$ cat config.mk
export PLATFORM = sky130hd
export DESIGN_NAME = tcw_queue
export DESIGN_NICKNAME = d
export VERILOG_FILES = /design/src/sv/tcw_pkg.sv /design/src/sv/tcw_queue.sv
export SDC_FILE = /design/constraint.sdc
export NUM_CORES = 1
export LEC_CHECK = 0
export BUFFER_PORTS_ARGS = -buffer_cell sky130_fd_sc_hd__clkbuf_2
export CORE_MARGIN = 3
export CORE_UTILIZATION = 50
export CTS_BUF_LIST = sky130_fd_sc_hd__clkbuf_4 sky130_fd_sc_hd__clkbuf_8 sky130_fd_sc_hd__clkbuf_16
export DETAILED_ROUTE_END_ITERATION = 8
export PLACE_DENSITY = 0.79
export REMOVE_ABC_BUFFERS = 1
export SYNTH_ARGS = -nofsm -noshare
export SYNTH_HDL_FRONTEND = slang
export SYNTH_SLANG_ARGS = --single-unit
$ cat constraint.sdc
create_clock -name clock -period 2.3 [get_ports clock]
set_input_delay 0.115 -clock clock [delete_from_list [all_inputs] [get_ports clock]]
set_output_delay 0.115 -clock clock [all_outputs]
set_load 0.05 [all_outputs]
$ cat src/sv/tcw_pkg.sv
// Shared types and constants of the text console writer.
package tcw_pkg;

   localparam int ROW_FIELD_W = 5;
   localparam int COL_FIELD_W = 7;
   localparam int ROW_MAX_W   = 6;

   localparam logic [1:0] CMD_PUT   = 2'd0;
   localparam logic [1:0] CMD_CLEAR = 2'd1;
   localparam logic [1:0] CMD_READ  = 2'd2;
   localparam logic [1:0] CMD_NONE  = 2'd3;

   localparam logic [7:0] NEWLINE_CODE       = 8'd10;
   localparam logic [7:0] SPACE_CODE         = 8'd32;
   localparam logic [7:0] DEFAULT_ATTR_RESET = 8'd15;

   typedef struct packed {
      logic [1:0]             command;
      logic                   at_position;
      logic [ROW_FIELD_W-1:0] row;
      logic [COL_FIELD_W-1:0] col;
      logic [7:0]             char_code;
      logic [7:0]             attr;
   } req_type;

   typedef struct packed {
      logic [ROW_FIELD_W-1:0] cursor_row;
      logic [COL_FIELD_W-1:0] cursor_col;
      logic [7:0]             cell_char;
      logic [7:0]             cell_attr;
   } rsp_type;

   typedef enum logic [2:0] {
      OP_PUT,
      OP_NEWLINE,
      OP_CLEAR,
      OP_READ,
      OP_NOP
   } op_type;

   typedef struct packed {
      op_type                 op;
      logic                   use_cursor;
      logic [ROW_MAX_W-1:0]   row;
      logic [COL_FIELD_W-1:0] col;
      logic [7:0]             char_code;
      logic [7:0]             attr;
   } entry_type;

endpackage

$ cat src/sv/tcw_queue.sv
// Two-entry queue of decoded commands between the front end and the back end.
module tcw_queue (
   input  logic               clock,
   input  logic               reset,
   input  logic               push_valid,
   output logic               push_ready,
   input  tcw_pkg::entry_type push_entry,
   output logic               pop_valid,
   input  logic               pop_ready,
   output tcw_pkg::entry_type pop_entry
);
   import tcw_pkg::*;

   entry_type  slot_ff [2];
   logic       wr_ptr_ff;
   logic       wr_ptr_in;
   logic       rd_ptr_ff;
   logic       rd_ptr_in;
   logic [1:0] count_ff;
   logic [1:0] count_in;
   logic       push;
   logic       pop;

   assign push_ready = (count_ff != 2'd2);
   assign pop_valid  = (count_ff != 2'd0);
   assign pop_entry  = slot_ff[rd_ptr_ff];
   assign push       = push_valid && push_ready;
   assign pop        = pop_valid && pop_ready;

   always_comb begin
      wr_ptr_in = push ? !wr_ptr_ff : wr_ptr_ff;
      rd_ptr_in = pop ? !rd_ptr_ff : rd_ptr_ff;
      count_in  = count_ff + 2'(push) - 2'(pop);
   end

   always_ff @(posedge clock) begin
      if (reset) begin
         wr_ptr_ff <= 1'b0;
         rd_ptr_ff <= 1'b0;
         count_ff  <= 2'd0;
      end else begin
         wr_ptr_ff <= wr_ptr_in;
         rd_ptr_ff <= rd_ptr_in;
         count_ff  <= count_in;
      end
   end

   always_ff @(posedge clock) begin
      if (push) begin
         slot_ff[wr_ptr_ff] <= push_entry;
      end
   end

`ifndef NO_ASSERTIONS
   a_count_range: assert property (@(posedge clock) disable iff (reset)
      count_ff != 2'd3)
      else $error("queue count out of range");
   a_ptr_balance: assert property (@(posedge clock) disable iff (reset)
      (count_ff == 2'd1) |-> (wr_ptr_ff != rd_ptr_ff))
      else $error("queue pointers disagree with count");
   a_ptr_equal: assert property (@(posedge clock) disable iff (reset)
      (count_ff == 2'd0 || count_ff == 2'd2) |-> (wr_ptr_ff == rd_ptr_ff))
      else $error("queue pointers disagree with count");
`endif

endmodule

==> impl_metrics.env, run 1 <==
export IMPL_yosysSeqAreaShare_pct=78.9
export IMPL_overflow=0
export IMPL_htreeDepth=3
export IMPL_min_period_ns=1.89
export IMPL_finClkSkew_ns=0.00405
export IMPL_groute_usage_overall_pct=16.5
export IMPL_drive_gt1_share_pct=36.7
export IMPL_ios=72
export IMPL_antenna_found_initial=0
export IMPL_worstHoldPathCells=2
export IMPL_syn_avg_cell_area_um2=20.0
export IMPL_die_area_mm2=0.00619
export IMPL_cp_arrival_ns=1.77
export IMPL_multi_input_area_um2=536
export IMPL_initial_core_util_pct=53.8
export IMPL_endpoint="pop_entry[17]"
export IMPL_core_area_mm2=0.00491
export IMPL_wl_met3_um=264
export IMPL_path_class="flip-flop to output pin"
export IMPL_syn2layout_area_growth_pct=38.3
export IMPL_met1_length_mm=1.89
export IMPL_wl_met2_mm=2.37
export IMPL_top_layer="met4"
export IMPL_status="complete, no violations"
export IMPL_die_h_um=78.7
export IMPL_drt_iter0_markers=82
export IMPL_rows=25
export IMPL_r2r_start="count_ff[1]"
export IMPL_drc_errors=0
export IMPL_final_cell_area_mm2=0.00365
export IMPL_final_setup_tns_ns=0
export IMPL_startpoint_type="flip-flop"
export IMPL_cts_tree="built"
export IMPL_num_antenna_cells=0
export IMPL_numPortBuffers=71
export IMPL_hp_class="input pin to flip-flop"
export IMPL_final_cells=318
export IMPL_place_area_mm2=0.00311
export IMPL_cts_clk_slew_worst_paths_ns=0.07
export IMPL_r2r_end="count_ff[1]"
export IMPL_fmax_ghz=0.529
export IMPL_pwr_density_cell_mw_per_mm2=1040
export IMPL_end_kind="output pin"
export IMPL_fin_util_pct=74.3
export IMPL_layout_common_cells="clkbuf_2, edfxtp_1, mux2_1, dlygate4sd3_1, clkbuf_8"
export IMPL_synthCells=132
export IMPL_dp_hpwl_mm=2.86
export IMPL_routedWlPerCell_um=14.6
export IMPL_ys_types=23
export IMPL_ys_warnings_count=0
export IMPL_p_leak_nw=1.42
export IMPL_grt_pass1_vias=1619
export IMPL_vias=1532
export IMPL_die_x_um=78.7
export IMPL_cts_resized=0
export IMPL_cts_root_buffer="clkbuf_8"
export IMPL_finalMaxSlewViolations=0
export IMPL_nFillCells=309
export IMPL_postRouteAntennaNets=0
export IMPL_totalWireLength_mm=4.65
export IMPL_synth_seq_cells=71
export IMPL_critPathRequiredTime_ns=2.18
export IMPL_ir_drop_mv=0.584
export IMPL_rsz0062_at_grt="no"
export IMPL_finalHoldViolations=0
export IMPL_post_cts_buffers=0
export IMPL_cts_buffers=9
export IMPL_rrSetupSlack_ns=0.66
export IMPL_final_common_cell="clkbuf_2"
export IMPL_final_nets=284
export IMPL_rr_worst_depth=6
export IMPL_layout_setup_ws_ns=0.411
export IMPL_cts_sinks=71
export IMPL_cp_max_fo=17
export IMPL_clk_latency_ns=0.33
export IMPL_syn_area_mm2=0.00264
export IMPL_via_per_inst=4.82
export IMPL_fin_crit_sh_pct=82.2
export IMPL_pre_cts_slack_ns=0.673
export IMPL_finalSetupViolations=0
export IMPL_gp_congestion=0.698
export IMPL_grt_start_max_net_pins=34
export IMPL_clock_path_buffers=2
export IMPL_seq_area_mm2=0.00208
export IMPL_placed_cells=269
export IMPL_dr_pass1_iters=4
export IMPL_max_slew_margin_pct=69.4
export IMPL_max_cap_violations=0
export IMPL_grt_pass1_wl_mm=7.45
export IMPL_max_slew_worst_pin_slew_ns=0.459
-- cell usage after synthesis, drive strengths merged --
cell,number,area share [%]
buf,4,0.76
nor3,1,0.38
xor2,1,0.33
dfxtp,5,3.8
or2,1,0.24
mux2,33,14
nor2,4,0.57
nor2b,2,0.47
and3,2,0.47
inv,1,0.14
o21ba,1,0.38
o31a,1,0.33
nand3,1,0.19
nand3b,1,0.28
nor4bb,1,0.62
o21ai,2,0.38
a21oi,1,0.19
a21bo,1,0.38
ha,1,0.47
nand2b,1,0.24
edfxtp,66,75
nor4,1,0.24
-- state kept, by name, indices dropped and copies added (netlist names), named ones only --
signal and count:
slot_ff 66, rd_ptr_ff 1, wr_ptr_ff 1, count_ff 2
-- stage by stage --
| stage | hold slack, ns | power [mW] |
|---|---|---|
| floorplan | 0.184 | 2.49 |
| global placement | 0.305 | 2.76 |
| detailed placement | 0.308 | 2.78 |
| CTS | 0.0141 | 3.85 |
| global route | 0.0428 | 3.97 |
| finish | 0.0329 | 3.81 |
-- repair_timing --
action                     4_1_cts  5_1_grt
hold buffers                    33        0
setup endpoints to repair        0        0
hold endpoints to repair        66        0
-- cells by family after synthesis --
logic type	Yosys count	synth area share, %
AOI/OAI and AO/OA	6	1.66
DFF	71	78.9
buffers and inverters	5	0.900
adders and majority gates	1	0.474
xor gates and xnor gates	1	0.332
muxes	33	14.1
and+or+nand+nor	15	3.70
-- how the worst min path moves through the flow --
stage / startpoint / to / slack (ns)
2_1_floorplan: reset / wr_ptr_ff / 0.18
3_3_place_gp: push_entry[3] / slot_ff[0][3] / 0.30
3_5_place_dp: push_entry[21] / slot_ff[0][21] / 0.31
4_1_cts: reset / flip-flop / 0.01
5_1_grt: reset / flip-flop / 0.04
6_report: reset / flip-flop / 0.03
-- power by group --
group / switching (mW) / internal [mW]
Sequential: 0.0789 / 1.57
Combinational: 0.802 / 0.336
Clock: 0.421 / 0.600
-- critical path: stages (launching register included) --
cell and delay, ns:
dfxtp_2 0.62, buf_12 0.22, mux2_1 0.35, clkbuf_2 0.25
-- layer usage --
| metal | global-route usage [%] | vias to the layer above |
|---|---|---|
| li1 | - | 742 |
| met3 | 4.13 | 11 |
| met5 | 0 | - |
| met2 | 27.8 | 53 |
| met4 | 9.97 | 0 |
| met1 | 19.0 | 726 |
-- area by class of cell --
class                   instances  area share, %
multi-input cells              56           14.7
clock buffers                   9           3.39
flip-flops and latches         71           57.1
inverters                       1          0.103
well taps                      67           2.30
repair buffers                107           20.1
clock inverters                 7           2.40
Power figures use the tool's default switching activity.
==> inputs of run 2 (changes only) <==
Settings changed: ABC_AREA set to 1, PLACE_DENSITY 0.79 to 0.78.
Clock period 2.3 ns to 1.9 ns, I/O delays scaled along.
==> impl_metrics.env, run 2 <==
export IMPL_status="complete, no violations"
export IMPL_via_per_inst=4.67
export IMPL_die_x_um=80.6
export IMPL_fmax_ghz=0.554
export IMPL_ys_warnings_count=0
export IMPL_grt_start_max_net_pins=25
export IMPL_cts_buffers=9
export IMPL_min_period_ns=1.80
export IMPL_fin_crit_sh_pct=94.9
export IMPL_synth_edf_count=66
export IMPL_swShare_pct=38.3
export IMPL_clock_path_buffers=2
export IMPL_groute_usage_overall_pct=16.7
export IMPL_antenna_found_initial=0
export IMPL_syn_avg_cell_area_um2=20.0
export IMPL_cts_root_buffer="clkbuf_8"
export IMPL_drc_errors=0
export IMPL_cp_max_fo=19
export IMPL_dr_pass1_iters=4
export IMPL_max_slew_worst_pin_slew_ns=0.327
export IMPL_end_kind="output pin"
export IMPL_layout_setup_ws_ns=0.0962
export IMPL_synthCells=139
export IMPL_vias=1550
export IMPL_syn2layout_area_growth_pct=35.6
export IMPL_path_cells="buf_12 -> mux2_2 -> clkbuf_2"
export IMPL_synth_flop_cell="edfxtp_1"
export IMPL_finalHoldViolations=0
export IMPL_post_cts_buffers=0
export IMPL_path_class="flip-flop to output pin"
export IMPL_pre_cts_slack_ns=0.467
export IMPL_p_sw_mw=2.04
export IMPL_clk_latency_ns=0.34
export IMPL_power_total_mw=5.32
export IMPL_routedWlPerCell_um=14.6
export IMPL_cts_resized=0
export IMPL_dp_hpwl_mm=3.01
export IMPL_grt_pass1_vias=1622
export IMPL_largest_register_ffs=66
export IMPL_power_share_clock_pct=22.5
export IMPL_internal_power_mw=3.28
export IMPL_startpoint_type="flip-flop"
export IMPL_top_register="slot_ff"
export IMPL_num_antenna_cells=0
export IMPL_pwr_density_cell_mw_per_mm2=1410
export IMPL_max_slew_margin_pct=78.2
export IMPL_initial_core_util_pct=53.1
export IMPL_cts_tree="built"
export IMPL_p_leak_nw=1.54
export IMPL_ios=72
export IMPL_rows=26
export IMPL_async_flop_share_pct=0
export IMPL_final_nets=295
export IMPL_finalMaxSlewViolations=0
export IMPL_rsz0062_at_grt="no"
export IMPL_die_h_um=80.6
export IMPL_netlist_area_leader_share_pct=71.2
export IMPL_cp_arrival_ns=1.71
export IMPL_critPathSlowestCell="dfxtp_2"
export IMPL_synth_area_leader_cell="edfxtp_1"
export IMPL_cts_hold_buf=34
export IMPL_nFillCells=346
export IMPL_hp_class="input pin to flip-flop"
export IMPL_drive_gt1_share_pct=50.4
export IMPL_p_seq_share_pct=39.3
export IMPL_yosys_top_cells_area="edfxtp_1, mux2_4, dfxtp_1"
export IMPL_layout_common_cells="clkbuf_2, edfxtp_1, dlygate4sd3_1"
export IMPL_finClkSkew_ns=0.00415
export IMPL_core_area_mm2=0.00524
export IMPL_gp_congestion=0.666
export IMPL_netlist_top_cells_count="edfxtp_1, mux2_4, inv_1, nor2_1, nand2_1"
export IMPL_totalWireLength_mm=4.83
export IMPL_postRouteAntennaNets=0
export IMPL_cts_clk_slew_worst_paths_ns=0.08
export IMPL_yosysSeqAreaShare_pct=74.8
export IMPL_top_regs="slot_ff x66, count_ff x2"
export IMPL_max_stage_delay_ns=0.51
export IMPL_synth_seq_cells=71
export IMPL_grt_pass1_wl_mm=7.70
export IMPL_syn_area_mm2=0.00278
export IMPL_critPathRequiredTime_ns=1.80
export IMPL_place_area_mm2=0.00323
export IMPL_max_cap_violations=0
export IMPL_drt_iter0_markers=61
export IMPL_final_common_cell="clkbuf_2"
export IMPL_holdWs_ns=0.0748
export IMPL_ys_types=16
export IMPL_final_cells=332
export IMPL_finalSetupViolations=0
export IMPL_ir_drop_mv=1.06
export IMPL_htreeDepth=3
export IMPL_overflow=0
export IMPL_numPortBuffers=71
export IMPL_p_comb_share_pct=38.2
export IMPL_synth_most_common_cell="edfxtp_1"
export IMPL_final_cell_area_mm2=0.00377
export IMPL_die_area_mm2=0.00650
export IMPL_placed_cells=282
export IMPL_cts_sinks=71
-- run 2: changes by cell type after synthesis, sizes merged, moves of 2 or more --
cell,previous run,this run
nor2,4,9
nand2,0,8
nor2b,2,0
and3,2,0
inv,1,8
o21ai,2,0
-- run 2: critical path, delay by kind of cell (launching register included) --
kind,cells,cell delay [ns]
multiplexers,1,0.37
flip-flops,1,0.51
buffers and inverters,2,0.49
-- run 2: layout make-up --
cell class	instances	area [um^2]	share of cell area [%]
repair buffers	111	753	20.0
multi-input cells	56	614	16.3
inverters	8	30.0	0.796
clock buffers	9	124	3.28
flip-flops and latches	71	2080	55.2
well taps	70	87.6	2.32
clock inverters	7	80.1	2.12
-- run 2: path summary, 6_finish.rpt --
check	slack [ns]	cells after the start	from	end
max	0.1	3	flip-flop	pop_entry[32]
min	0.07	3	push_valid	wr_ptr_ff
min reg2reg	0.52	2	rd_ptr_ff	flip-flop
max reg2reg	0.43	10	count_ff[1]	count_ff[1]
-- run 2: cell families after synthesis --
| kind of cell | after synthesis | share of synthesized area (%) |
|---|---|---|
| DFF | 71 | 74.8 |
| AOI/OAI and AO/OA | 2 | 0.360 |
| adders and majority gates | 1 | 0.450 |
| muxes | 33 | 17.4 |
| and+or+nand+nor | 19 | 3.01 |
| buffers and inverters | 12 | 3.64 |
| xor gates and xnor gates | 1 | 0.315 |
-- run 2: metrics by stage --
step	setup TNS (ns)	util, %
detailed placement	0	61.6
global route	0	72.0
global placement	0	61.6
floorplan	-60.92	-
CTS	0	72.0
finish	0	72.0
-- run 2: power by group through the flow --
stage / Clock [mW] / Sequential, mW / Combinational [mW]
detailed placement: 0 / 2.13 / 1.98
CTS: 1.24 / 2.09 / 2.04
finish: 1.20 / 2.09 / 2.03
global placement: 0 / 2.11 / 1.95
global route: 1.31 / 2.12 / 2.14
floorplan: 0 / 2.17 / 1.51
-- run 2: layer usage --
layer  global-route usage, %  share of wire, %  vias to the layer above
li1                        -                 -                      754
met1                    17.8                38                      730
met2                    29.6                53                       57
met3                    5.61               6.7                        9
met4                    7.77               2.4                        0
met5                       0                 0                        -
