## src/sv/tcw_pkg.sv

```systemverilog
// Shared types and constants of the text console writer.
package tcw_pkg;

   localparam int ROW_FIELD_W = 5;
   localparam int COL_FIELD_W = 7;
   localparam int ROW_MAX_W   = 6;

   localparam logic [1:0] CMD_PUT   = 2'd0;
   localparam logic [1:0] CMD_CLEAR = 2'd1;
   localparam logic [1:0] CMD_READ  = 2'd2;
   localparam logic [1:0] CMD_NONE  = 2'd3;

   localparam logic [7:0] NEWLINE_CODE       = 8'd10;
   localparam logic [7:0] SPACE_CODE         = 8'd32;
   localparam logic [7:0] DEFAULT_ATTR_RESET = 8'd15;

   typedef struct packed {
      logic [1:0]             command;
      logic                   at_position;
      logic [ROW_FIELD_W-1:0] row;
      logic [COL_FIELD_W-1:0] col;
      logic [7:0]             char_code;
      logic [7:0]             attr;
   } req_type;

   typedef struct packed {
      logic [ROW_FIELD_W-1:0] cursor_row;
      logic [COL_FIELD_W-1:0] cursor_col;
      logic [7:0]             cell_char;
      logic [7:0]             cell_attr;
   } rsp_type;

   typedef enum logic [2:0] {
      OP_PUT,
      OP_NEWLINE,
      OP_CLEAR,
      OP_READ,
      OP_NOP
   } op_type;

   typedef struct packed {
      op_type                 op;
      logic                   use_cursor;
      logic [ROW_MAX_W-1:0]   row;
      logic [COL_FIELD_W-1:0] col;
      logic [7:0]             char_code;
      logic [7:0]             attr;
   } entry_type;

endpackage

```

## src/sv/tcw_front.sv

```systemverilog
// Front end: holds the default attribute and decodes each request into a queue entry.
module tcw_front #(
   parameter int ROWS = 25,
   parameter int COLS = 80
) (
   input  logic               clock,
   input  logic               reset,
   input  logic               csr_write_en,
   input  logic [7:0]         csr_write_data,
   input  logic               req_valid,
   output logic               req_ready,
   input  tcw_pkg::req_type   req_data,
   output logic               push_valid,
   input  logic               push_ready,
   output tcw_pkg::entry_type push_entry
);
   import tcw_pkg::*;

   localparam int ROW_LAST = ROWS - 1;
   localparam int COL_LAST = COLS - 1;

   logic [7:0] default_attr_ff;
   logic [7:0] default_attr_in;

   always_comb begin
      default_attr_in = csr_write_en ? csr_write_data : default_attr_ff;
   end

   always_ff @(posedge clock) begin
      if (reset) begin
         default_attr_ff <= DEFAULT_ATTR_RESET;
      end else begin
         default_attr_ff <= default_attr_in;
      end
   end

   assign push_valid = req_valid;
   assign req_ready  = push_ready;

   always_comb begin
      push_entry.use_cursor = !req_data.at_position;
      push_entry.char_code  = req_data.char_code;
      if (int'(req_data.row) > ROW_LAST) begin
         push_entry.row = ROW_MAX_W'(ROW_LAST);
      end else begin
         push_entry.row = ROW_MAX_W'(req_data.row);
      end
      if (int'(req_data.col) > COL_LAST) begin
         push_entry.col = COL_FIELD_W'(COL_LAST);
      end else begin
         push_entry.col = req_data.col;
      end
      push_entry.attr = (req_data.attr == 8'd0) ? default_attr_ff : req_data.attr;
      unique case (req_data.command)
         CMD_PUT: begin
            push_entry.op = (req_data.char_code == NEWLINE_CODE) ? OP_NEWLINE : OP_PUT;
         end
         CMD_CLEAR: begin
            push_entry.op   = OP_CLEAR;
            push_entry.attr = default_attr_ff;
         end
         CMD_READ: begin
            push_entry.op = OP_READ;
         end
         CMD_NONE: begin
            push_entry.op = OP_NOP;
         end
      endcase
   end

endmodule

```

## config.mk

```make
export PLATFORM = sky130hd
export DESIGN_NAME = tcw_front
export DESIGN_NICKNAME = d
export VERILOG_FILES = /design/src/sv/tcw_pkg.sv /design/src/sv/tcw_front.sv
export SDC_FILE = /design/constraint.sdc
export NUM_CORES = 1
export LEC_CHECK = 0
export BUFFER_PORTS_ARGS = -buffer_cell sky130_fd_sc_hd__buf_4
export CAP_MARGIN = 30
export CORE_MARGIN = 2
export CORE_UTILIZATION = 34
export CTS_CLUSTER_DIAMETER = 120
export CTS_CLUSTER_SIZE = 14
export DETAILED_ROUTE_END_ITERATION = 8
export GPL_ROUTABILITY_DRIVEN = 1
export PLACE_DENSITY = 0.79
export SYNTH_ARGS = -nofsm -noshare
export SYNTH_HDL_FRONTEND = slang
export SYNTH_SLANG_ARGS = --single-unit
```

## constraint.sdc

```tcl
create_clock -name clock -period 1.48 [get_ports clock]
set_input_delay 0.222 -clock clock [delete_from_list [all_inputs] [get_ports clock]]
set_output_delay 0.222 -clock clock [all_outputs]
set_load 0.02 [all_outputs]
```

==> impl_summary.md, run 1 <==
Critical path
The endpoint of the most critical register-to-register path is default_attr_ff[2]$_SDFFE_PP1P_. The worst setup path is captured at an output pin. The number of cells on the worst reg-to-reg path is 2. The master of the slowest instance on the critical path is or4_4. Grouping stages by cell kind, the critical path spends the most delay in simple AND/OR/NAND/NOR gates.

Data on the critical path arrives at its endpoint at 1.42 ns. The worst endpoint required time is ~1.3 ns. On the worst path, the slowest cell contributes a delay of about 0.67 ns. Walking the worst path, the cells encountered are buf_6, or4_4, o31ai_4, buf_6. In this run the worst setup path begins at req_data[5]. The maximum fanout encountered on the critical timing path is 8. The number of buffers and inverters on the critical path is 2. The startpoint type of the worst setup path is a primary input. The startpoint of the most critical register-to-register path is default_attr_ff[2]$_SDFFE_PP1P_. The register-to-register setup slack is around 0.85 ns.

The critical path start-end classification is primary input to output pin. Counting stages on the worst path, the most repeated cell is buf_6.

Placed design
Once placement finished, the instance area stood at 0.001291 mm^2. The congestion estimate from routability-driven global placement came to 0.6614. The number of buffers inserted by port buffering is 73. Summed over all nets, the half-perimeter wirelength after detailed placement is 1.854 mm.

STA
The smallest setup slack after layout is -0.1596 ns. The final critical path takes up 110.8% of the cycle. The count of pins over their slew limit is 0. The minimum clock period after layout is between 1.5 and 2 ns. Setup violations remaining at the end of the flow were counted as 8. The final count of hold timing violations came to 0.

The worst clock skew is 0 ns. For this run, the top clock speed supported by timing is 609.9 MHz. Setup repair after global routing could not meet its margin everywhere.

Worst hold path
The path category of the worst min-delay check is primary input to flip-flop. The worst hold path terminates at default_attr_ff[6]$_SDFFE_PP0P_. The worst hold path depth is 2.

The beginning of the worst hold path is reset.

Run status
The final reports fail on setup timing. The flow ran to the end, but the final reports show violations.

CTS
The clock transition time at the flip-flop clock pins of the worst setup and hold paths is 0.05 ns. The number of hold buffers added after CTS is 0. The tree is rooted in a clkbuf_4.

The clock network latency to the later pin of the worst-skew pair is 0.25 ns. TritonCTS built the clock tree. The number of buffers on the longest clock path is 2. TritonCTS created 3 clock buffers. The number of H-tree levels is 1.

The TritonCTS sink count is 8.

Cells and area
The final-stage net count is 207. The area taken by multi-input logic gates is around 520 um^2. The filler cells instantiated in the layout total 171.

Cells with a size suffix above 1 make up 58.60% of the layout. The design area is 0.001440 mm^2. The top register by number of flip-flops is default_attr_ff. 0 antenna diodes ended up in the layout.

From synthesis to final layout, the design area changed by 95.42%. The register with the most flip-flops in the layout has 8 of them. The largest registers in the layout are default_attr_ff (8). Registers take 160.2 um^2.

GRT
Global routing used 16.79% of the available met1 tracks. The met3 track utilization from global routing is 4.167%. Across every metal layer, demand over resource in global routing totals approximately 17%.

The largest net degree at the start of global routing is 13. The via count of the first global-routing pass is between 700 and 800. The number of antenna violations at the first check in global routing is 0. The most crowded layer after global routing is met2. Global routing finished with a remaining overflow of 0.

The global-route wire length before repair is 3.298 mm. The global-route track usage on met2 is 32.46%.

Route
Once detail routing completed, the nets flagged for antenna violations numbered 0. The mean routed wirelength per cell is about 12 um. Summing over every cut layer, the via total after detailed routing is ~860. The number of search-and-repair iterations in the first detailed-routing pass is 3. The average vias per placed instance is 4.658.

After detailed routing, the number of remaining DRC violations is 0. The aggregate routed wire length is 2.220 mm. The detailed router's first-iteration violation count is 5.

Yosys
After synthesis the cells add up to 737.0 um^2. The count of different cell masters after synthesis is 23. The synthesized flop and latch total is 8. Summing the sequential cell areas from Yosys gives 21.73% of the chip area.

The Yosys step of the flow raised 0 warnings. The mean cell area of the mapped netlist is between 7 and 8 um^2. The cell count after synthesis is between 90 and 100. Counting every net in the synthesized netlist gives 141.

Floorplan
The placeable core region is 0.002002 mm^2. The I/O pin count is 79. The row count is 16.

The y dimension of the die is 50.56 um. The die is around 51 um wide. For this configuration, the core starts out at a cell density of 36.81%. The overall die area is 0.002556 mm^2.

Power
IR analysis of the VDD net gives a maximum drop of roughly 0.00049 V. The total chip power is slightly above 0.8 mW. The total leakage power is just over 0.7 nW. Dividing total power by cell area gives a power density of approximately 560 mW/mm^2.

Flow run
The count of maximum capacitance violations is 0.
==> synthesized netlist by cell type (all sizes together) <==
master / n / share of area (%)
o31ai: 8 / 8.1
nor3b: 1 / 1.0
nor2: 4 / 2.0
nand2b: 4 / 3.4
mux2i: 12 / 16
ha: 4 / 6.8
dfxtp: 8 / 22
or4: 2 / 2.5
a32o: 1 / 1.4
o211ai: 4 / 4.1
inv: 13 / 6.6
o21ai: 1 / 0.68
nand2: 5 / 2.5
clkbuf: 5 / 2.7
nor4b: 1 / 1.2
nor2b: 3 / 2.5
conb: 1 / 0.51
and2: 3 / 2.5
buf: 13 / 13
==> worst max-delay path by stage <==
stage                     slack (ns)  depth (start not counted)       endpoint
after floorplan                -0.06                          3  push_entry[0]
after global placement         -0.15                          5  push_entry[4]
after detailed placement       -0.16                          5  push_entry[7]
after CTS                      -0.15                          5  push_entry[7]
after global routing           -0.18                          5  push_entry[7]
final                          -0.16                          4  push_entry[1]
==> cell families after synthesis <==
| group | after synthesis | share of synthesized area (%) |
|---|---|---|
| flip-flops | 8 | 21.73 |
| AO/OA/AOI/OAI | 14 | 14.26 |
| multiplexers | 12 | 16.30 |
| AND/OR/NAND/NOR | 23 | 17.83 |
| other | 1 | 0.5088 |
| adder cells (fa/ha/maj) | 4 | 6.791 |
| buffers and inverters | 31 | 22.58 |
==> per-stage QoR <==
stage               TNS (ns)  hold slack (ns)  utilization [%]  setup slack (ns)  std cells
finish                -1.165           0.1756            71.94           -0.1596        184
global route          -1.306           0.1685            71.94           -0.1757        184
CTS                   -1.098           0.1654            70.06           -0.1455        184
detailed placement    -1.101           0.4290            64.50           -0.1639        180
global placement      -1.084           0.4234            64.50           -0.1516        180
floorplan            -0.5072           0.2944                -          -0.06340         93
==> repair_timing <==
item,in CTS,in global routing
buffers inserted,1,0
gates cloned,0,0
resized for setup,16,6
pin swaps,9,2
endpoints found under the setup margin,8,8
==> cell type report <==
cell class | count | area share, %
timing repair buffer | 79 | 45.79
clock buffer | 3 | 1.564
multi-input combinational | 54 | 35.79
sequential | 8 | 11.12
inverter | 13 | 3.388
tap | 27 | 2.346
==> metal layers <==
metal  share of wire, %  wire length, um
met1                 33              730
met2                 55             1224
met3                 12              259
met4               0.27                6
met5                  0                0
==> placed cells by master, fill, tap and decap left out <==
cell type / Yosys / layout
nand2b_1: 4 / 4
nand2_1: 5 / 5
nor3b_1: 1 / 1
buf_4: 11 / 66
clkbuf_4: 0 / 3
o31ai_4: 0 / 7
mux2i_1: 12 / 12
and2_1: 3 / 3
buf_12: 0 / 2
buf_6: 1 / 11
nor2_1: 4 / 4
inv_1: 13 / 13
conb_1: 1 / 1
o211ai_1: 4 / 4
nor4b_1: 1 / 1
nor2b_1: 3 / 3
o21ai_1: 1 / 1
dfxtp_1: 8 / 8
or4_4: 1 / 2
ha_1: 4 / 4
o31ai_2: 0 / 1
a32o_1: 1 / 1
==> where the power goes <==
group	switching (mW)	total, mW	internal (mW)
combinational	0.192	0.412	0.220
sequential	0.00935	0.239	0.230
clock	0.0694	0.162	0.0925
total	0.271	0.813	0.542
(Power assumes the default switching activity.)
==> run 2: changes to the inputs <==
==> constraint.sdc (replaced) <==
create_clock -name clock -period 1.48 [get_ports clock]
set_input_delay 0.296 -clock clock [delete_from_list [all_inputs] [get_ports clock]]
set_output_delay 0.296 -clock clock [all_outputs]
set_load 0.005 [all_outputs]
==> run 2 against run 1 <==
Against the previous run:
- the run still ends with setup timing left
- routed wire length rose by 3.6%
- final area fell by 1.8%
- final cell count increased by 1.1%
- setup slack got worse by 0.092 ns
- via count grew 2.7%
- clock power about the same
- flip-flop and latch count is the same
- first-iteration DRC count is 20% higher
- sequential share of layout area grew 0.21 points
- critical path depth is the same
- clock skew did not move
==> impl_summary.md, run 2 (synthesis gave the netlist of run 1 again) <==
Run status
The run finished, with violations left. The checks that failed: setup timing.

Critical path
The longest individual stage delay on the worst path is 0.64 ns (-0.03 ns). The kind of cell with the highest combined delay along the critical path is simple AND/OR/NAND/NOR gates. The worst endpoint data arrival time came to 1.44 ns (+0.02 ns). The total buffers and inverters traversed by the critical path is 2 (unchanged).

The maximum fanout encountered on the critical timing path was 8 (unchanged). The critical path is of the primary input to output pin type. The worst setup path is captured at an output pin. The master of the slowest instance on the critical path is or4_4. The worst endpoint required time came to 1.18 ns (-0.08 ns). The critical path goes through buf_6, or4_4, o31ai_4, buf_4. The worst setup path is launched from a primary input.

Power
The total leakage power came to 0.7128 nW (-0.68%). The ratio of total power to cell area is 516.8 mW/mm^2 (-8.4%). The highest ir drop seen on vdd is 0.0004302 V (-11%).

Cells and area
The count of inserted antenna diode cells was 0 (unchanged). The share of cells above drive strength 1 is 61.01% (+2.4 points). The library cells used most frequently in the layout, excluding fill and tap cells, are buf_4, inv_1, mux2i_1. The design area was 0.001414 mm^2 (-1.8%). The number of fill cells is 163 (-4.7%). The utilization after layout was 70.63% (-1.3 points).

In the final layout, the registers with the most flip-flops are default_attr_ff (8). The final-stage net count is 209 (+0.97%). The number of cells in the finished layout apart from fillers was 186 (+1.1%). Compared with the post-synthesis result, the final layout area differs by 91.85%.

Ranked by flip-flop count, first place goes to default_attr_ff. The area taken by multi-input logic gates was 505.5 um^2 (-1.9%). The area taken by flip-flops and latches is 160.2 um^2 (unchanged). The number of flip-flops in the largest register is 8 (unchanged). The library cell used most frequently in the layout, excluding fill and tap cells, is buf_4.

Placed design
The worst-case setup slack after placement was -0.3045 ns (-0.1406 ns). The placed cell area is 0.001306 mm^2 (+1.2%). The number of buffers inserted by port buffering is 73 (unchanged). The number of placed instances with taps included is 182 (+1.1%). The sum of net half-perimeters after detailed placement came to 1.997 mm (+7.7%). The last weighted congestion value of the routability-driven placer was 0.7001 (+5.9%).

GRT
The global-route total usage across every layer is 17.01% (+0.24 points). The number of antenna violations at the first check in global routing is 0 (unchanged). The largest net degree at the start of global routing is 13 (unchanged). The global route total overflow is 0 (unchanged).

The via count of the first global-routing pass is 835 (+9.3%). The global-route wire length before repair came to 3.456 mm (+4.8%).

CTS
The number of H-tree levels is 1 (unchanged). The clock transition time at the flip-flop clock pins of the worst setup and hold paths is 0.05 ns (about the same). The TritonCTS sink count is 8 (unchanged). The number of buffers on the longest clock path is 2 (unchanged). The number of hold buffers added after CTS is 0 (unchanged). The buffer type at the clock tree root is clkbuf_4.

The clock network latency to the later pin of the worst-skew pair is 0.24 ns (about the same). TritonCTS built the clock tree. The number of CTS-inserted buffers came to 3 (unchanged).

Route
The wire length on met1 came to 804 um (+10%). The remaining design rule violation count was 0 (unchanged). The aggregate routed wire length is 2.300 mm (+3.6%). The total via count in the routed design is 880 (+2.7%). The highest routing layer actually used is met3. The mean routed wirelength per cell is 12.37 um (+2.5%). The length of routed met2 wiring is 1.255 mm (+2.5%). The routed length on met3 is 241 um (-6.9%). The count of nets left with antenna violations after detail routing is 0 (unchanged). The detailed router's first-iteration violation count is 6 (+1). The number of search-and-repair iterations in the first detailed-routing pass is 3 (unchanged). The average vias per placed instance is 4.731 (+1.6%).

STA
The smallest setup slack after layout is -0.2519 ns (-0.09229 ns). The hold slack is 0.2478 ns (+0.07217 ns). The minimum clock period after layout is 1.732 ns (+0.09229 ns). The worst clock skew is 0 ns (unchanged).

The post-route fraction of the period consumed by the critical path is 117.0% (+6.2 points). The top achievable clock speed is 577.4 MHz (-5.3%). The number of setup violations in the final report is 8 (unchanged). The final count of hold timing violations is 0 (unchanged). The count of pins over their slew limit came to 0 (unchanged). Setup repair after global routing could not meet its margin everywhere.

Floorplan
The placeable core region came to 0.002002 mm^2 (unchanged). The overall die area is 0.002556 mm^2 (unchanged). The y dimension of the die came to 50.56 um (unchanged). The starting density of the core was 36.81% (unchanged). The chip width is 50.56 um (unchanged).

The row count came to 16 (unchanged). The I/O pin count is 79 (unchanged).

Worst hold path
The min-delay analysis places its worst path in the category primary input to flip-flop.

Flow run
The count of maximum capacitance violations came to 0 (unchanged).
==> run 2: cell types whose count changed in the layout (fill, tap and decap cells not counted), sizes merged <==
cell,previous run,this run
buf,79,81
==> run 2: timing repair <==
item / 4_1_cts / 5_1_grt
cloned: 0 / 0
buffers inserted: 0 / 1
resized for setup: 10 / 5
pin swaps: 1 / 1
endpoints found under the setup margin: 9 / 9
==> run 2: metrics by stage <==
step / total power, mW / setup TNS [ns]
after floorplan: 0.3711 / -0.02788
after global placement: 0.5458 / -2.111
after detailed placement: 0.5529 / -2.273
after CTS: 0.7261 / -1.927
after global routing: 0.7759 / -2.183
final: 0.7306 / -1.942
==> run 2: final timing paths <==
| kind | end | slack, ns | start | cells after the start |
|---|---|---|---|---|
| max | push_entry[5] | -0.25 | req_data[2] | 4 |
| min | default_attr_ff[5]$_SDFFE_PP0P_ | 0.25 | reset | 2 |
| max reg2reg | default_attr_ff[7]$_SDFFE_PP0P_ | 0.85 | default_attr_ff[7]$_SDFFE_PP0P_ | 2 |
| min reg2reg | default_attr_ff[1]$_SDFFE_PP1P_ | 0.52 | default_attr_ff[1]$_SDFFE_PP1P_ | 2 |
==> run 2: cell type report <==
type                       count  share of cell area [%]
multi-input combinational     54                   35.75
tap                           27                   2.389
inverter                      13                   3.451
sequential                     8                   11.33
clock buffer                   3                   1.593
timing repair buffer          81                   45.49
==> run 2: worst register-to-register path, cell delays in order (launching register included) <==
cell	delay, ns
dfxtp_1	0.33
mux2i_1	0.14
nor2_1	0.05
==> run 2: where the power goes <==
part	internal [mW]	switching, mW
clock network	0.0923	0.0666
logic	0.209	0.124
registers	0.230	0.00941
total	0.531	0.200
==> run 2: per-layer routing <==
| layer | vias up | track usage, % |
|---|---|---|
| li1 | 433 | - |
| met1 | 396 | 17.12 |
| met2 | 51 | 35.96 |
| met3 | 0 | 2.679 |
| met4 | 0 | 2.703 |
| met5 | - | 0 |
==> run 3: changes to the inputs <==
--- a/config.mk
+++ b/config.mk
@@ -7,6 +7,7 @@
 export LEC_CHECK = 0
 export BUFFER_PORTS_ARGS = -buffer_cell sky130_fd_sc_hd__buf_4
 export CAP_MARGIN = 30
+export CORE_ASPECT_RATIO = 1.4
 export CORE_MARGIN = 2
 export CORE_UTILIZATION = 34
 export CTS_CLUSTER_DIAMETER = 120
==> run 3 against run 2 <==
Against the previous run:
- combinational power is 2% lower
- first-iteration DRC count is 33% higher
- setup slack worse by 0.022 ns
- sequential share of layout area is 0.15 points higher
- the flow still finishes with violations (setup timing)
- count of clock-buffer cells in the layout stayed put
- register-to-register slack worse by 0.03 ns
- final cell count is 1.6% lower
- critical path depth is 1 higher
- global-route usage is 1.7 points higher
- clock skew stayed put
- via count is 4.1% higher
==> impl_summary.md, run 3 (synthesis gave the netlist of run 1 again) <==
Run status
The run finished, with violations left. The checks that failed: setup timing.

Placed design
The sum of net half-perimeters after detailed placement is 2.047 mm (+2.5%). The number of buffers inserted by port buffering is 73 (unchanged). The last weighted congestion value of the routability-driven placer is 0.7690 (+9.8%).

The worst-case setup slack after placement was -0.2802 ns (+0.02427 ns).

Power
The total chip power is 0.7397 mW (+1.2%). The ratio of total power to cell area is 530.2 mW/mm^2 (+2.6%). The total leakage power is 0.7210 nW (+1.1%). The highest ir drop seen on vdd is 0.0006375 V (+48%).

CTS
The clock network latency to the later pin of the worst-skew pair is 0.26 ns (+0.02 ns). In this run the clock root is driven by a clkbuf_4. The number of buffers on the longest clock path is 2 (unchanged). TritonCTS built the clock tree. The number of H-tree levels is 1 (unchanged).

The TritonCTS sink count is 8 (unchanged). The number of hold buffers added after CTS is 0 (unchanged). The number of CTS-inserted buffers is 3 (unchanged). The clock transition time at the flip-flop clock pins of the worst setup and hold paths was 0.06 ns (about the same).

Route
The aggregate routed wire length is 2.385 mm (+3.7%). The remaining design rule violation count is 0 (unchanged). The number of search-and-repair iterations in the first detailed-routing pass came to 4 (+1).

The count of nets left with antenna violations after detail routing is 0 (unchanged). The total via count in the routed design came to 916 (+4.1%). The mean routed wirelength per cell is 13.03 um (+5.4%). The detailed router's first-iteration violation count came to 8 (+2). The average vias per placed instance is 5.005 (+5.8%).

STA
The count of pins over their slew limit came to 0 (unchanged). The post-route fraction of the period consumed by the critical path is 118.5% (+1.5 points). The hold slack was 0.2367 ns (-0.01112 ns).

Setup repair after global routing could not meet its margin everywhere. The number of setup violations in the final report is 8 (unchanged). The final count of hold timing violations is 0 (unchanged). The total negative setup slack is -1.915 ns (+0.02738 ns). The smallest setup slack after layout came to -0.2744 ns (-0.02247 ns). The minimum clock period after layout is 1.754 ns (+0.02247 ns). The top achievable clock speed is 570.0 MHz (-1.3%). The worst clock skew is 0 ns (unchanged).

Critical path
The worst setup path is captured at an output pin. The signal on the critical path passes through buf_4, or4_4, buf_6, o31ai_2, buf_4. The worst endpoint required time came to 1.18 ns (about the same). The master of the slowest instance on the critical path is or4_4. The register-to-register setup slack is 0.82 ns (-0.03 ns). Counting stages on the worst path, the most repeated cell is buf_4. The longest individual stage delay on the worst path is 0.52 ns (-0.12 ns). The worst endpoint data arrival time came to 1.46 ns (+0.02 ns).

The critical path start-end classification is primary input to output pin. The maximum fanout encountered on the critical timing path is 8 (unchanged). The startpoint type of the worst setup path is a primary input.

GRT
The largest net degree at the start of global routing is 13 (unchanged). The global route total overflow is 0 (unchanged). The global-route track usage on met2 is 36.25% (+0.28 points). The met3 track utilization from global routing was 7.927% (+5.2 points). The global-route wire length before repair is 3.691 mm (+6.8%). The via count of the first global-routing pass is 914 (+9.5%).

The number of antenna violations at the first check in global routing is 0 (unchanged). The met1 demand-to-capacity share in global routing was 15.83% (-1.3 points). In this run the most used layer during global routing was met2. The global-route total usage across every layer came to 18.70% (+1.7 points).

Floorplan
The I/O pin count is 79 (unchanged). The starting density of the core was 36.90% (+0.092 points). The y dimension of the die is 59.09 um (+17%).

The chip width is 43.35 um (-14%). The overall die area is 0.002561 mm^2 (+0.20%). The row count is 19 (+3). The placeable core region is 0.001997 mm^2 (-0.25%).

Cells and area
The largest registers in the layout are default_attr_ff (8). The area added between synthesis and finish is 89.30%. The most common cell after layout, fill and taps aside is buf_4.

The top cell types in the final layout, fill and taps aside, are buf_4, inv_1, mux2i_1. The register with the most flip-flops in the final layout is default_attr_ff. The number of flip-flops in the largest register is 8 (unchanged). The utilization after layout is 69.86% (-0.76 points). The count of inserted antenna diode cells came to 0 (unchanged). The share of cells above drive strength 1 came to 61.73% (+0.72 points). The final-stage net count is 212 (+1.4%).

Worst hold path
The path class of the tightest hold or removal check is primary input to flip-flop.

Flow run
The count of maximum capacitance violations is 0 (unchanged).
-- run 3: changes by cell type in the layout (fill, tap and decap cells not counted) --
| cell | delta |
|---|---|
| buf_4 | +5 |
| nor2b_4 | +1 |
| mux2i_2 | -1 |
| o31ai_4 | -2 |
| buf_12 | -1 |
| mux2i_1 | +1 |
| buf_8 | -1 |
| nor2b_1 | -1 |
| o31ai_2 | +2 |
-- run 3: area by class of cell --
cell class                      count  area [um^2]
Fill cell                         161        601.8
Inverter                           13        48.80
Clock buffer                        3        22.52
Sequential cell                     8        160.2
Timing Repair Buffer               84        645.6
Multi-Input combinational cell     54        491.7
Tap cell                           21        26.28
-- run 3: report_power, final --
| part | internal, mW | switching, mW | leakage (nW) | total (mW) |
|---|---|---|---|---|
| clock network | 0.0931 | 0.0798 | 0.0138 | 0.173 |
| logic | 0.206 | 0.122 | 0.641 | 0.328 |
| registers | 0.230 | 0.00852 | 0.0664 | 0.238 |
| total | 0.529 | 0.210 | 0.721 | 0.740 |
-- run 3: worst max-delay path, delay by kind of cell --
kind / cells / cell delay [ns]
and+or+nand+nor: 1 / 0.52
buffers and inverters: 3 / 0.42
AOI/OAI and AO/OA: 1 / 0.21
-- run 3: metal layers --
layer | wire, um | vias up
met5 | 0 | -
met3 | 388 | 4
li1 | - | 434
met2 | 1231 | 73
met1 | 712 | 405
met4 | 53 | 0
-- run 3: worst paths after layout --
path	startpoint	depth (start not counted)	end
setup / recovery	req_data[7]	5	push_entry[3]
hold / removal	reset	2	default_attr_ff[7]$_SDFFE_PP0P_
setup reg to reg	default_attr_ff[2]$_SDFFE_PP1P_	2	default_attr_ff[2]$_SDFFE_PP1P_
hold reg to reg	default_attr_ff[0]$_SDFFE_PP1P_	2	default_attr_ff[0]$_SDFFE_PP1P_
-- run 3: repair_timing --
action                                  CTS  global route
resized for setup                         7             4
pin swaps                                 1             1
setup buffers                             1             0
endpoints found under the setup margin    9             9
cloned                                    0             0
-- run 3: per-stage QoR --
stage | instance area (um^2) | cells
floorplan | 779.5 | 93
global placement | 1309 | 179
detailed placement | 1309 | 179
CTS | 1374 | 183
global route | 1395 | 183
finish | 1395 | 183
